$ cat src/hw/rtl/siim_pkg.sv
// Package for the sorted interval insert/merge block.
// Holds command codes, field widths and the result/action record types.
// No dependencies.
package siim_pkg;

	localparam int FIELD_W         = 32;
	localparam int VAL_MAX_W       = 64;
	localparam int VALUE_WIDTH_DEF = 32;
	localparam int QUEUE_DEPTH_DEF = 4;

	localparam logic CMD_BEGIN = 1'b0;
	localparam logic CMD_LIST  = 1'b1;

	typedef struct packed {
		logic [FIELD_W-1:0] lo;
		logic [FIELD_W-1:0] hi;
		logic               last;
	} siim_res_t;

	// One classified item: up to two results, in emission order.
	typedef struct packed {
		siim_res_t first;
		siim_res_t second;
		logic      two;
	} siim_act_t;

	typedef struct packed {
		logic full;
		logic empty;
	} siim_qstat_t;

endpackage

$ cat src/hw/rtl/siim_front.sv
// Front end: accepts items, tracks the sweep phase and merged block, classifies each item.
// Depends on siim_pkg.
module siim_front
	import siim_pkg::*;
#(
	parameter int VALUE_WIDTH = VALUE_WIDTH_DEF
) (
	input  logic               clk,
	input  logic               arst_n,
	input  logic               accept,
	input  logic               command,
	input  logic signed [31:0] lo_bound,
	input  logic signed [31:0] hi_bound,
	input  logic               last_of_list,
	output logic               act_push,
	output siim_act_t          act_data
);

	localparam logic [1:0] PH_IDLE   = 2'd0;
	localparam logic [1:0] PH_BEFORE = 2'd1;
	localparam logic [1:0] PH_MERGE  = 2'd2;
	localparam logic [1:0] PH_AFTER  = 2'd3;

	logic [1:0]             phase_q, phase_d;
	logic [VALUE_WIDTH-1:0] ms_q, me_q, ms_d, me_d;
	logic [VAL_MAX_W-1:0]   lo_x, hi_x;
	logic [VALUE_WIDTH-1:0] lo_v, hi_v;
	logic                   hi_lt_ms, me_lt_lo, lo_lt_ms, me_lt_hi;
	logic [VALUE_WIDTH-1:0] min_s, max_e;

	function automatic logic [FIELD_W-1:0] to_fld(input logic [VALUE_WIDTH-1:0] v);
		logic [VAL_MAX_W-1:0] x;
		x = VAL_MAX_W'(v);
		return x[FIELD_W-1:0];
	endfunction

	function automatic siim_res_t mk_res(input logic [VALUE_WIDTH-1:0] s,
		input logic [VALUE_WIDTH-1:0] e, input logic l);
		siim_res_t r;
		r.lo   = to_fld(s);
		r.hi   = to_fld(e);
		r.last = l;
		return r;
	endfunction

	// Cut or zero-extend the port values to the working width.
	assign lo_x = VAL_MAX_W'($unsigned(lo_bound));
	assign hi_x = VAL_MAX_W'($unsigned(hi_bound));
	assign lo_v = lo_x[VALUE_WIDTH-1:0];
	assign hi_v = hi_x[VALUE_WIDTH-1:0];

	assign hi_lt_ms = $signed(hi_v) < $signed(ms_q);
	assign me_lt_lo = $signed(me_q) < $signed(lo_v);
	assign lo_lt_ms = $signed(lo_v) < $signed(ms_q);
	assign me_lt_hi = $signed(me_q) < $signed(hi_v);
	assign min_s    = lo_lt_ms ? lo_v : ms_q;
	assign max_e    = me_lt_hi ? hi_v : me_q;

	always_comb begin
		phase_d  = phase_q;
		ms_d     = ms_q;
		me_d     = me_q;
		act_push = 1'b0;
		act_data = '0;
		if (accept) begin
			if (command == CMD_BEGIN) begin
				ms_d = lo_v;
				me_d = hi_v;
				if (last_of_list) begin
					act_push       = 1'b1;
					act_data.first = mk_res(lo_v, hi_v, 1'b1);
					phase_d        = PH_IDLE;
				end else begin
					phase_d = PH_BEFORE;
				end
			end else begin
				unique case (phase_q) inside
					PH_BEFORE, PH_MERGE: begin
						if (phase_q == PH_BEFORE && hi_lt_ms) begin
							// Item lies wholly below the block: pass it through.
							act_push       = 1'b1;
							act_data.first = mk_res(lo_v, hi_v, 1'b0);
							if (last_of_list) begin
								act_data.second = mk_res(ms_q, me_q, 1'b1);
								act_data.two    = 1'b1;
								phase_d         = PH_IDLE;
							end
						end else if (!me_lt_lo) begin
							// Overlap: widen the block.
							ms_d    = min_s;
							me_d    = max_e;
							phase_d = PH_MERGE;
							if (last_of_list) begin
								act_push       = 1'b1;
								act_data.first = mk_res(min_s, max_e, 1'b1);
								phase_d        = PH_IDLE;
							end
						end else begin
							// Item lies beyond the block: block first, then item.
							act_push        = 1'b1;
							act_data.first  = mk_res(ms_q, me_q, 1'b0);
							act_data.second = mk_res(lo_v, hi_v, last_of_list);
							act_data.two    = 1'b1;
							phase_d         = last_of_list ? PH_IDLE : PH_AFTER;
						end
					end
					PH_AFTER: begin
						act_push       = 1'b1;
						act_data.first = mk_res(lo_v, hi_v, last_of_list);
						if (last_of_list) begin
							phase_d = PH_IDLE;
						end
					end
					PH_IDLE: begin
						// Drop list items outside an insertion.
					end
					default: begin
					end
				endcase
			end
		end
	end

	always_ff @(posedge clk or negedge arst_n) begin
		if (!arst_n) begin
			phase_q <= PH_IDLE;
		end else begin
			phase_q <= phase_d;
		end
	end

	always_ff @(posedge clk) begin
		ms_q <= ms_d;
		me_q <= me_d;
	end

endmodule

$ cat src/hw/rtl/siim_queue.sv
// Short queue of classified actions between front and back.
// Depends on siim_pkg.
module siim_queue
	import siim_pkg::*;
#(
	parameter int DEPTH = QUEUE_DEPTH_DEF
) (
	input  logic        clk,
	input  logic        arst_n,
	input  logic        push,
	input  siim_act_t   din,
	input  logic        pop,
	output siim_act_t   dout,
	output siim_qstat_t stat
);

	localparam int PW = (DEPTH > 1) ? $clog2(DEPTH) : 1;
	localparam int CW = $clog2(DEPTH + 1);

	siim_act_t       mem_q [DEPTH];
	logic [PW-1:0]   wr_ptr_q, rd_ptr_q;
	logic [CW-1:0]   count_q;
	logic            do_push, do_pop;

	assign stat.full  = (count_q == CW'(DEPTH));
	assign stat.empty = (count_q == '0);
	assign do_push    = push && !stat.full;
	assign do_pop     = pop && !stat.empty;
	assign dout       = mem_q[rd_ptr_q];

	always_ff @(posedge clk or negedge arst_n) begin
		if (!arst_n) begin
			wr_ptr_q <= '0;
			rd_ptr_q <= '0;
			count_q  <= '0;
		end else begin
			if (do_push) begin
				wr_ptr_q <= (wr_ptr_q == PW'(DEPTH - 1)) ? '0 : wr_ptr_q + 1'b1;
			end
			if (do_pop) begin
				rd_ptr_q <= (rd_ptr_q == PW'(DEPTH - 1)) ? '0 : rd_ptr_q + 1'b1;
			end
			if (do_push && !do_pop) begin
				count_q <= count_q + 1'b1;
			end else if (do_pop && !do_push) begin
				count_q <= count_q - 1'b1;
			end
		end
	end

	always_ff @(posedge clk) begin
		if (do_push) begin
			mem_q[wr_ptr_q] <= din;
		end
	end

endmodule

$ cat src/hw/rtl/siim_back.sv
// Back end: unpacks each queued action into one or two results and holds them in the output register.
// Depends on siim_pkg.
module siim_back
	import siim_pkg::*;
(
	input  logic        clk,
	input  logic        arst_n,
	input  siim_act_t   head,
	input  logic        head_valid,
	output logic        head_pop,
	output logic        out_valid,
	output siim_res_t   out_res,
	input  logic        out_pop
);

	logic      valid_q;
	logic      sel_q;
	siim_res_t res_q;
	logic      load;

	assign load      = head_valid && (!valid_q || out_pop);
	assign head_pop  = load && (!head.two || sel_q);
	assign out_valid = valid_q;
	assign out_res   = res_q;

	always_ff @(posedge clk or negedge arst_n) begin
		if (!arst_n) begin
			valid_q <= 1'b0;
			sel_q   <= 1'b0;
		end else begin
			if (load) begin
				valid_q <= 1'b1;
				sel_q   <= head_pop ? 1'b0 : 1'b1;
			end else if (out_pop) begin
				valid_q <= 1'b0;
			end
		end
	end

	always_ff @(posedge clk) begin
		if (load) begin
			res_q <= sel_q ? head.second : head.first;
		end
	end

endmodule

$ cat src/hw/rtl/sorted_interval_insert_merge.sv
// Sorted interval insert/merge, top level: front classifier, action queue, result back end.
// Depends on siim_pkg, siim_front, siim_queue, siim_back.
// A result passes through the queue and then the output register after the item's transfer.
// Throughput: one item per cycle unless the queue is full (combinational compares in the front);
// one result per cycle leaves the back end while pop is held; a two-result item takes two pops.
// Reset: arst_n clears the phase to idle and empties queue and output register.
module sorted_interval_insert_merge
	import siim_pkg::*;
#(
	parameter int VALUE_WIDTH = VALUE_WIDTH_DEF,
	parameter int QUEUE_DEPTH = QUEUE_DEPTH_DEF
) (
	input  logic               clk,
	input  logic               arst_n,
	input  logic               push,
	output logic               full,
	input  logic               command,
	input  logic signed [31:0] lo_bound,
	input  logic signed [31:0] hi_bound,
	input  logic               last_of_list,
	output logic               empty,
	input  logic               pop,
	output logic signed [31:0] out_start,
	output logic signed [31:0] out_end,
	output logic               out_last
);

	logic        in_xfer;
	logic        q_push;
	siim_act_t   q_din;
	siim_act_t   q_head;
	logic        q_pop;
	siim_qstat_t q_stat;
	logic        res_valid;
	siim_res_t   res;
	logic        out_xfer;

	// The front only stalls on a full queue; the back drains independently.
	assign full     = q_stat.full;
	assign in_xfer  = push && !full;
	assign out_xfer = pop && !empty;

	siim_front #(
		.VALUE_WIDTH(VALUE_WIDTH)
	) u_front (
		.clk         (clk),
		.arst_n      (arst_n),
		.accept      (in_xfer),
		.command     (command),
		.lo_bound    (lo_bound),
		.hi_bound    (hi_bound),
		.last_of_list(last_of_list),
		.act_push    (q_push),
		.act_data    (q_din)
	);

	// Items that produce no result are never queued.
	siim_queue #(
		.DEPTH(QUEUE_DEPTH)
	) u_queue (
		.clk   (clk),
		.arst_n(arst_n),
		.push  (q_push),
		.din   (q_din),
		.pop   (q_pop),
		.dout  (q_head),
		.stat  (q_stat)
	);

	// Hold each result in the output register until its transfer completes.
	siim_back u_back (
		.clk       (clk),
		.arst_n    (arst_n),
		.head      (q_head),
		.head_valid(!q_stat.empty),
		.head_pop  (q_pop),
		.out_valid (res_valid),
		.out_res   (res),
		.out_pop   (out_xfer)
	);

	assign empty     = !res_valid;
	assign out_start = $signed(res.lo);
	assign out_end   = $signed(res.hi);
	assign out_last  = res.last;

	// The queue is never full and empty at once.
	a_q_state: assert property (@(posedge clk) disable iff (!arst_n)
		!(q_stat.full && q_stat.empty))
		else $error("queue reports full and empty together");

	// The front only pushes while the queue has room.
	a_push_room: assert property (@(posedge clk) disable iff (!arst_n)
		q_push |-> !q_stat.full)
		else $error("front pushed into a full queue");

	// The back only retires an action that is present.
	a_pop_valid: assert property (@(posedge clk) disable iff (!arst_n)
		q_pop |-> !q_stat.empty)
		else $error("back popped an empty queue");

	// A waiting result is never dropped without a transfer.
	a_hold: assert property (@(posedge clk) disable iff (!arst_n)
		(!empty && !pop) |=> !empty)
		else $error("waiting result vanished");

endmodule

$ cat config.mk
export PLATFORM = sky130hd
export DESIGN_NAME = sorted_interval_insert_merge
export DESIGN_NICKNAME = d
export VERILOG_FILES = /design/src/hw/rtl/siim_pkg.sv /design/src/hw/rtl/siim_front.sv /design/src/hw/rtl/siim_queue.sv /design/src/hw/rtl/siim_back.sv /design/src/hw/rtl/sorted_interval_insert_merge.sv
export SDC_FILE = /design/constraint.sdc
export NUM_CORES = 1
export LEC_CHECK = 0
export ABC_CLOCK_PERIOD_IN_PS = 8300
export BUFFER_PORTS_ARGS = -buffer_cell sky130_fd_sc_hd__buf_2
export CORE_AREA = 2 2 265 267
export CTS_CLUSTER_SIZE = 8
export DETAILED_ROUTE_END_ITERATION = 16
export DIE_AREA = 0 0 267 269
export PLACE_DENSITY_LB_ADDON = 0.05
export SYNTH_ARGS = -nofsm -noshare
export SYNTH_HDL_FRONTEND = slang
export SYNTH_SLANG_ARGS = --single-unit
$ cat constraint.sdc
create_clock -name clk -period 8.3 [get_ports clk]
set_clock_uncertainty 0.05 [all_clocks]
set_input_delay 0.83 -clock clk [delete_from_list [all_inputs] [get_ports clk]]
set_output_delay 0.83 -clock clk [all_outputs]
set_load 0.01 [all_outputs]
==> impl_metrics.env, run 1 <==
export IMPL_vias=18700
export IMPL_rows=97
export IMPL_synth_main_ff_cell="edfxtp_1"
export IMPL_grt_start_max_net_pins=84
export IMPL_switching_share_pct=33.2
export IMPL_tightest_slew_ns=1.16
export IMPL_endpoint="u_queue.mem_q[1][75]$_DFFE_PP_"
export IMPL_dp_cells=3088
export IMPL_async_reset_ff_share_pct=1.66
export IMPL_fill_cells=5808
export IMPL_path_max_fanout=35
export IMPL_status="completed"
export IMPL_syn_to_final_growth_pct=13.7
export IMPL_core_mm2=0.0693
export IMPL_hpwl_um=53300
export IMPL_synth_top_cell_by_area="edfxtp_1"
export IMPL_io_pins=137
export IMPL_wl_per_cell_um=26.6
export IMPL_cp_cell_sequence="ha_1 -> nand2_1 -> o21ai_0 -> a211oi_1 -> o311ai_0 -> mux2_2 -> and3_1 -> o21ai_0 -> a211oi_1"
export IMPL_leakagePower_uw=0.0129
export IMPL_crit_type="register to register"
export IMPL_drive_above_1_share_pct=22.5
export IMPL_worstRegToRegCells=9
export IMPL_grt_total_usage_pct=23.9
export IMPL_max_stage_delay_ns=0.90
export IMPL_ys_ff_latch=664
export IMPL_die_w_um=267
export IMPL_synth_area_top_cells="edfxtp_1, mux4_2, ha_1"
export IMPL_h_tree_depth=3
export IMPL_syn_nets=2300
export IMPL_postSynthAreaPerCell_um2=14.7
export IMPL_p_per_area_mw_per_mm2=333
export IMPL_syn_inst=2096
export IMPL_cts_buffer_depth=3
export IMPL_p_int_uw=7800
export IMPL_fmax_ghz=0.193
export IMPL_layout_commonest_cell="edfxtp_1"
export IMPL_finalCriticalPeriod_ns=5.18
export IMPL_synth_seq_area_share_pct=64.6
export IMPL_drt_iter0_markers=1494
export IMPL_start_util_pct=44.4
export IMPL_gp_congestion=0.898
export IMPL_power_switching_uw=3870
export IMPL_fin_crit_sh_pct=62.4
export IMPL_cpMaxStageDelayCell="and3_1"
export IMPL_grt_pass1_wl_um=124000
export IMPL_synth_edf_count=653
export IMPL_clock_sinks=664
export IMPL_peakVddDrop_v=0.000282
export IMPL_clk_latency_ns=0.64
export IMPL_io_buffer_count=136
export IMPL_hold_viol_final=0
export IMPL_drt_wl_total_um=85100
export IMPL_via_per_inst=5.83
export IMPL_antenna_found_initial=10
export IMPL_r2r_end="u_queue.mem_q[1][75]$_DFFE_PP_"
export IMPL_die_h_um=269
export IMPL_hold_buffers=0
export IMPL_r2r_setup_slack_ns=3.12
export IMPL_fin_nets=2446
export IMPL_startpoint="u_front.me_q[27]$_DFFE_PP_"
export IMPL_drv_slew=0
export IMPL_crit_path_end_kind="register"
export IMPL_cts_tree="built"
export IMPL_cp_arrival_ns=5.43
export IMPL_final_cells=3202
export IMPL_synth_top_area_share_pct=63.7
export IMPL_netlist_area_mm2=0.0308
export IMPL_final_cell_mix="edfxtp_1, nand2_1, buf_2"
export IMPL_relSlewSlack_pct=22.3
export IMPL_grt_setup_unrepaired="no"
export IMPL_seqPwrFrac_pct=40.9
export IMPL_root_buffer="clkbuf_16"
export IMPL_clockPowerShare_pct=28.8
export IMPL_r2r_start="u_front.me_q[27]$_DFFE_PP_"
export IMPL_post_cts_buffers=0
export IMPL_grt_pass1_vias=18700
export IMPL_cts_made_buffers=92
export IMPL_ys_warnings_count=0
export IMPL_first_pass_iters=7
export IMPL_power_total_uw=11700
export IMPL_final_antenna_net_count=0
export IMPL_grt_remaining_overflow=0
export IMPL_path_clk_slew_ns=0.06
export IMPL_min_path_type="input pin to asynchronous set/reset pin"
export IMPL_remaining_drc_errors=0
export IMPL_comb_power_share_pct=30.3
export IMPL_startpoint_type="register"
export IMPL_ys_types=66
export IMPL_ctsResizeCount=0
export IMPL_setup_viol=0
export IMPL_max_cap_violations=0
export IMPL_fp_dieArea_mm2=0.0718
export IMPL_critPathRequiredTime_ns=8.55
## how the worst min path moves through the flow
stage               slack [ns]                        endpoint  cells past startpoint
floorplan                 0.41  u_queue.count_q[2]$_DFFE_PN0P_                      1
global placement          0.42  u_queue.count_q[2]$_DFFE_PN0P_                      1
detailed placement        0.43  u_queue.count_q[2]$_DFFE_PN0P_                      1
CTS                      0.006  u_front.phase_q[0]$_DFFE_PN0P_                      1
global route              0.04  u_front.phase_q[0]$_DFFE_PN0P_                      1
finish                    0.03  u_front.phase_q[0]$_DFFE_PN0P_                      1
## cell families (layout without fill, tap and decap cells)
family	after synthesis	count (layout)	share of synthesized area (%)
compound gates	308	308	6.94
xor+xnor	3	3	0.0853
simple gates	549	549	7.78
other cells	0	2	0
fa+ha+maj	134	134	5.47
buf+inv	235	399	3.07
flops	664	664	64.6
mux	203	203	12.1
## power by group through the flow
| stage | clock (uW) | combinational (uW) | sequential, uW |
|---|---|---|---|
| floorplan | 0 | 2340 | 4820 |
| global placement | 0 | 3560 | 4820 |
| detailed placement | 0 | 3580 | 4830 |
| CTS | 3440 | 3590 | 4770 |
| global route | 3560 | 3870 | 4820 |
| finish | 3360 | 3540 | 4770 |
## per-layer routing
metal / vias to the layer above / global-route usage [%] / wire length (um)
met1: 9617 / 33.6 / 37800
met3: 125 / 3.87 / 5130
met2: 604 / 38.8 / 40300
li1: 8302 / - / -
met4: 14 / 6.76 / 1720
met5: - / 0 / 103
## Yosys cell counts (all sizes together), types with 33 or more instances
cell and n:
clkbuf 78, nand3 81, o221ai 43, ha 133
mux2i 34, and3 33, mux2 38, nand2 369
o21ai 52, inv 120, edfxtp 653, mux4 131
a21oi 144, buf 37
## flip-flops by register name, summed over array words and instances, names as in the netlist
| signal | cells |
|---|---|
| u_queue.rd_ptr_q | 2 |
| u_back.out_valid | 1 |
| u_back.sel_q | 1 |
| u_front.ms_q | 32 |
| u_queue.count_q | 3 |
| u_front.me_q | 32 |
| u_front.phase_q | 2 |
| u_queue.wr_ptr_q | 2 |
| u_back.out_res | 65 |
| u_queue.mem_q | 524 |
## through the flow
step	worst slack [ns]	hold WS [ns]	utilization [%]	cell area, um^2	TNS, ns
floorplan	-0.326	0.406	-	30800	-171.06
global placement	2.83	0.422	47.0	32500	0
detailed placement	2.83	0.430	47.0	32500	0
CTS	3.13	0.00581	50.5	35000	0
global route	2.86	0.0445	50.5	35000	0
finish	3.12	0.0255	50.5	35000	0
## critical path: cells and delay by family (launching register included)
| kind | cells | cell delay [ns] |
|---|---|---|
| AOI/OAI and AO/OA | 5 | 1.98 |
| muxes | 1 | 0.81 |
| adders and majority gates | 1 | 0.41 |
| and+or+nand+nor | 2 | 0.95 |
| DFF | 1 | 0.58 |
## final cells by class
type | count | area (um^2) | share of cell area, %
diodes | 2 | 5.00 | 0.0143
clock buffers | 109 | 2430 | 6.94
clock inverters | 3 | 48.8 | 0.139
inverters | 120 | 450 | 1.29
multi-input cells | 1197 | 10100 | 28.8
flip-flops and latches | 664 | 19900 | 56.8
well taps | 940 | 1180 | 3.36
repair buffers | 167 | 938 | 2.68
Power figures use the tool's default switching activity.
==> run 2: changes to the inputs <==
ABC_CLOCK_PERIOD_IN_PS = 5300   (was 8300)
clock period = 5.3 ns   (was 8.3 ns; I/O delays follow)
==> run 2 against run 1 <==
Against the previous run:
- register-to-register slack lost 2.1 ns
- first-iteration DRC count grew 11%
- final cell count grew 0.56%
- total power up 58%
- routed wire length up 0.99%
- largest power group unchanged
- critical path type unchanged
- flip-flop and latch count did not move
- global-route usage grew 0.38 points
- cell area up 0.85%
- hold slack better by 0.024 ns
- highest routed layer unchanged
- worst setup slack lost 2.1 ns
- sequential share of layout area fell by 0.48 points
==> impl_metrics.env, run 2 (synthesis results as in run 1) <==
export IMPL_drv_slew=0
export IMPL_tightest_slew_ns=1.17
export IMPL_wl_per_cell_um=26.7
export IMPL_remaining_drc_errors=0
export IMPL_min_path_type="input pin to register"
export IMPL_io_pins=137
export IMPL_cpMaxStageDelayCell="or4_1"
export IMPL_grt_setup_unrepaired="no"
export IMPL_final_cell_mix="edfxtp_1, nand2_1, buf_2"
export IMPL_root_buffer="clkbuf_16"
export IMPL_first_pass_iters=7
export IMPL_top_register="u_queue.mem_q"
export IMPL_via_per_inst=5.82
export IMPL_rows=97
export IMPL_layout_commonest_cell="edfxtp_1"
export IMPL_io_buffer_count=136
export IMPL_cp_cell_sequence="inv_1 -> ha_1 -> a21oi_1 -> o21ai_0 -> a21oi_1 -> o21ai_0 -> a311oi_2 -> or4_1 -> o21ai_0 -> a211oi_1"
export IMPL_final_core_util_pct=51.0
export IMPL_post_cts_buffers=0
export IMPL_final_antenna_net_count=0
export IMPL_p_int_uw=12300
export IMPL_clockPowerShare_pct=28.7
export IMPL_max_cap_violations=0
export IMPL_hold_buffers=1
export IMPL_drt_iter0_markers=1655
export IMPL_die_h_um=269
export IMPL_seqPwrFrac_pct=40.4
export IMPL_path_max_fanout=24
export IMPL_critPathRequiredTime_ns=5.57
export IMPL_path_common_cell="o21ai_0"
export IMPL_grt_total_usage_pct=24.3
export IMPL_comb_power_share_pct=30.8
export IMPL_drive_above_1_share_pct=23.1
export IMPL_grt_start_max_net_pins=99
export IMPL_grt_pass1_wl_um=127000
export IMPL_fin_crit_sh_pct=81.7
export IMPL_dp_cells=3106
export IMPL_cts_tree="built"
export IMPL_hpwl_um=54800
export IMPL_place_area_mm2=0.0328
export IMPL_startpoint_type="register"
export IMPL_finalCriticalPeriod_ns=4.33
export IMPL_fp_dieArea_mm2=0.0718
export IMPL_max_stage_delay_ns=0.90
export IMPL_status="completed"
export IMPL_ctsResizeCount=0
export IMPL_hold_viol_final=0
export IMPL_relSlewSlack_pct=21.9
export IMPL_largest_register_ffs=524
export IMPL_final_area_mm2=0.0353
export IMPL_cts_buffer_depth=3
export IMPL_crit_path_end_kind="register"
export IMPL_final_cells=3220
export IMPL_p_per_area_mw_per_mm2=521
export IMPL_crit_type="register to register"
export IMPL_vias=18700
export IMPL_clk_latency_ns=0.65
export IMPL_fin_nets=2466
export IMPL_grt_remaining_overflow=0
export IMPL_antenna_found_initial=12
export IMPL_path_clk_slew_ns=0.05
export IMPL_drt_wl_total_um=86000
export IMPL_peakVddDrop_v=0.000551
export IMPL_die_w_um=267
export IMPL_h_tree_depth=3
export IMPL_switching_share_pct=33.2
export IMPL_leakagePower_uw=0.0130
export IMPL_start_util_pct=44.4
export IMPL_fmax_ghz=0.231
export IMPL_syn_to_final_growth_pct=14.7
export IMPL_setup_viol=0
export IMPL_cts_made_buffers=93
export IMPL_clock_sinks=664
export IMPL_core_mm2=0.0693
export IMPL_gp_congestion=0.892
export IMPL_power_switching_uw=6100
export IMPL_grt_pass1_vias=19100
export IMPL_cp_arrival_ns=4.60
## run 2: changes by cell type in the layout (fill, tap and decap cells not counted), sizes merged
| cell | previous run | this run |
|---|---|---|
| buf | 167 | 185 |
| clkbuf | 109 | 105 |
| clkinv | 0 | 3 |
| diode | 2 | 3 |
| dlygate4sd3 | 0 | 1 |
| inv | 123 | 122 |
## run 2: metrics by stage
stage	TNS (ns)	worst slack, ns	hold WS [ns]	power (uW)
2_1_floorplan	-431.30	-0.823	0.184	11200
3_3_place_gp	0	0.952	0.366	13200
3_5_place_dp	0	0.931	0.369	13300
4_1_cts	0	0.982	0.0208	18600
5_1_grt	0	0.756	0.0405	19400
6_report	0	0.970	0.0491	18400
## run 2: per-layer routing
metal / routed length (um) / vias to the layer above / global-route usage (%)
met4: 2180 / 20 / 7.77
li1: - / 8336 / -
met2: 40400 / 617 / 38.8
met1: 37500 / 9619 / 33.3
met5: 125 / - / 0
met3: 5800 / 137 / 5.31
## run 2: worst paths after layout
check,to,slack (ns),cells past startpoint,start
max,u_queue.mem_q[1][91]$_DFFE_PP_,0.97,10,u_front.ms_q[7]$_DFFE_PP_
min,u_back.out_valid$_DFFE_PN0P_,0.05,2,pop
max reg2reg,u_queue.mem_q[1][91]$_DFFE_PP_,0.97,10,u_front.ms_q[7]$_DFFE_PP_
min reg2reg,u_queue.count_q[2]$_DFFE_PN0P_,0.44,1,u_queue.count_q[2]$_DFFE_PN0P_
max in group asynchronous,u_queue.rd_ptr_q[0]$_DFFE_PN0P_,4.71,2,arst_n
min in group asynchronous,u_back.out_valid$_DFFE_PN0P_,0.25,2,arst_n
## run 2: critical path: cells and delay by family, from the launching register on
family	cells	cell delay, ns
compound gates	7	2.03
fa+ha+maj	1	0.32
buf+inv	1	0.32
flops	1	0.38
simple gates	1	0.90
## run 2: power by group through the flow
stage	clock network (uW)	registers (uW)	logic (uW)
finish	5290	7440	5680
global route	5620	7510	6230
CTS	5410	7450	5780
detailed placement	0	7540	5760
global placement	0	7510	5700
floorplan	0	7490	3680
## run 2: layout make-up
class	instances	area [um^2]
multi-input combinational	1197	10100
antenna	3	7.51
inverter	120	450
clock buffer	105	2450
tap	940	1180
timing repair buffer	186	1210
fill	5859	34000
clock inverter	5	52.6
sequential	664	19900
==> run 3: changes to the inputs <==
ABC_AREA = 1   (was not set)
ABC_CLOCK_PERIOD_IN_PS = 3800   (was 5300)
CORE_AREA = 2 2 280 282   (was 2 2 265 267)
DIE_AREA = 0 0 282 284   (was 0 0 267 269)
clock period = 3.8 ns   (was 5.3 ns; I/O delays follow)
==> run 3 against run 2 <==
Against the previous run:
- critical path depth rose by 10
- register-to-register slack got worse by 0.73 ns
- non-clock buffer count rose by 81
- routed wire length rose by 26%
- die area rose by 12%
- global-route usage rose by 2.5 points
- via count rose by 47%
- combinational power rose to 2.5 times the previous value
- cell area rose by 12%
==> impl_metrics.env, run 3 <==
export IMPL_synth_top_cell_by_area="edfxtp_1"
export IMPL_antenna_found_initial=7
export IMPL_ys_warnings_count=0
export IMPL_clock_sinks=664
export IMPL_crit_type="register to register"
export IMPL_top_register="u_queue.mem_q"
export IMPL_path_clk_slew_ns=0.06
export IMPL_path_common_cell="nand2_1"
export IMPL_cp_arrival_ns=3.88
export IMPL_cp_cell_sequence="ha_1 -> nand2_1 -> o21a_1 -> nand2_1 -> nand2_1 -> nand2_1 -> nand2_1 -> nand2_1 -> nand2_1 -> nand2_2 -> buf_4 -> buf_12 -> nand2_1 -> nand2_1 -> inv_1 -> nand2_1 -> nand2_1 -> nand2_1 -> nand2_1 -> a21oi_1"
export IMPL_gp_congestion=0.894
export IMPL_fmax_ghz=0.281
export IMPL_startpoint_type="register"
export IMPL_rows=102
export IMPL_cts_buffer_depth=3
export IMPL_grt_start_max_net_pins=131
export IMPL_netlist_area_mm2=0.0343
export IMPL_io_pins=137
export IMPL_fp_dieArea_mm2=0.0801
export IMPL_status="completed"
export IMPL_async_reset_ff_share_pct=1.66
export IMPL_synth_seq_area_share_pct=58.0
export IMPL_place_area_mm2=0.0370
export IMPL_tightest_slew_ns=1.05
export IMPL_p_per_area_mw_per_mm2=827
export IMPL_first_pass_iters=6
export IMPL_final_area_mm2=0.0396
export IMPL_leakagePower_uw=0.0163
export IMPL_remaining_drc_errors=0
export IMPL_die_w_um=282
export IMPL_syn_to_final_growth_pct=15.6
export IMPL_clk_latency_ns=0.65
export IMPL_start_util_pct=44.5
export IMPL_cts_made_buffers=94
export IMPL_synth_edf_count=653
export IMPL_syn_inst=3736
export IMPL_via_per_inst=5.58
export IMPL_syn_nets=3940
export IMPL_io_buffer_count=136
export IMPL_path_max_fanout=45
export IMPL_core_mm2=0.0770
export IMPL_max_stage_delay_ns=0.54
export IMPL_ys_ff_latch=664
export IMPL_hpwl_um=67700
export IMPL_setup_tns_final_ns=0
export IMPL_drt_wl_total_um=108000
export IMPL_largest_register_ffs=524
export IMPL_synth_top_cells_by_count="nand2_1, edfxtp_1, nor2_1"
export IMPL_vias=27500
export IMPL_cpMaxStageDelayCell="edfxtp_1"
export IMPL_multi_input_area_mm2=0.0126
export IMPL_final_antenna_net_count=0
export IMPL_grt_total_usage_pct=26.8
export IMPL_peakVddDrop_v=0.000845
export IMPL_ys_types=36
export IMPL_relSlewSlack_pct=29.7
export IMPL_fin_crit_sh_pct=93.6
export IMPL_synth_area_top_cells="edfxtp_1, nand2_1, nor2_1"
export IMPL_drt_iter0_markers=2708
export IMPL_seq_area_mm2=0.0199
export IMPL_h_tree_depth=3
export IMPL_critPathRequiredTime_ns=4.13
export IMPL_crit_path_end_kind="register"
export IMPL_cts_tree="built"
export IMPL_min_path_type="input pin to asynchronous set/reset pin"
export IMPL_final_cells=4928
export IMPL_max_cap_violations=0
export IMPL_postSynthAreaPerCell_um2=9.18
export IMPL_synth_top_area_share_pct=57.2
export IMPL_synth_most_common_cell="nand2_1"
export IMPL_synth_main_ff_cell="edfxtp_1"
export IMPL_die_h_um=284
export IMPL_layout_commonest_cell="nand2_1"
export IMPL_setup_viol=0
export IMPL_final_cell_mix="nand2_1, edfxtp_1, nor2_1"
export IMPL_wl_per_cell_um=22.0
export IMPL_finalCriticalPeriod_ns=3.56
export IMPL_fin_nets=4063
export IMPL_worstRegToRegCells=20
export IMPL_drive_above_1_share_pct=11.0
export IMPL_hold_viol_final=0
export IMPL_grt_pass1_wl_um=163000
export IMPL_grt_remaining_overflow=0
export IMPL_drv_slew=0
export IMPL_root_buffer="clkbuf_16"
export IMPL_fill_cells=6959
export IMPL_grt_pass1_vias=26800
export IMPL_dp_cells=4799
-- run 3: path summary, 6_finish.rpt --
check	from	to	slack (ns)
min reg2reg	u_queue.count_q[2]$_DFFE_PN0P_	u_back.out_valid$_DFFE_PN0P_	0.49
min	arst_n	u_front.phase_q[0]$_DFFE_PN0P_	0.09
min in group clk	lo_bound[2]	u_front.ms_q[2]$_DFFE_PP_	0.16
max	u_front.me_q[6]$_DFFE_PP_	u_queue.mem_q[0][109]$_DFFE_PP_	0.24
max reg2reg	u_front.me_q[6]$_DFFE_PP_	u_queue.mem_q[0][109]$_DFFE_PP_	0.24
max in group asynchronous	arst_n	u_queue.rd_ptr_q[1]$_DFFE_PN0P_	3.36
-- run 3: cell families after synthesis --
group                    count (synthesis)  share of synthesized area (%)
AND/OR/NAND/NOR                       1738                           20.6
AO/OA/AOI/OAI                          680                           10.5
flip-flops                             664                           58.0
buffers and inverters                  517                           5.96
adder cells (fa/ha/maj)                134                           4.91
XOR/XNOR                                 2                         0.0511
multiplexers                             1                         0.0328
-- run 3: area by class of cell --
type / count / share of cell area (%)
diodes: 5 / 0.0316
clock buffers: 113 / 6.36
clock inverters: 7 / 0.123
inverters: 277 / 2.65
multi-input cells: 2555 / 31.8
flip-flops and latches: 664 / 50.2
well taps: 1040 / 3.28
repair buffers: 267 / 5.54
-- run 3: metal layers --
layer	share of wire (%)	up-vias	global-route usage [%]
met5	0.040	-	0
met4	2.1	8	6.85
met3	6.2	154	3.89
met2	48	956	44.5
met1	43	13300	36.8
li1	-	13000	-
-- run 3: worst max-delay path, delay by kind of cell (launching register included) --
kind	cells	cell delay (ns)
AO/OA/AOI/OAI	2	0.60
flip-flops	1	0.54
buffers and inverters	3	0.69
AND/OR/NAND/NOR	14	1.03
adder cells (fa/ha/maj)	1	0.34
-- run 3: where the power goes --
part / total, uW / leakage (uW) / internal (uW) / switching (uW)
sequential: 11000 / 0.00637 / 10200 / 741
clock: 7540 / 0.00125 / 4560 / 2990
combinational: 14300 / 0.00869 / 4370 / 9890
total: 32800 / 0.0163 / 19100 / 13600
-- run 3: timing repair --
item,4_1_cts,5_1_grt
resized for setup,0,11
setup buffers,0,1
hold endpoints to repair,12,0
setup endpoints to repair,0,98
hold buffers,2,0
-- run 3: stage by stage --
| step | hold slack, ns | util, % | worst slack, ns | total power [uW] |
|---|---|---|---|---|
| floorplan | 0.0344 | - | -0.624 | 20100 |
| global placement | 0.212 | 48.0 | 0.204 | 25000 |
| detailed placement | 0.220 | 48.0 | 0.158 | 25200 |
| CTS | 0.0711 | 51.4 | 0.212 | 32900 |
| global route | 0.104 | 51.5 | -0.0235 | 35000 |
| finish | 0.0901 | 51.5 | 0.242 | 32800 |
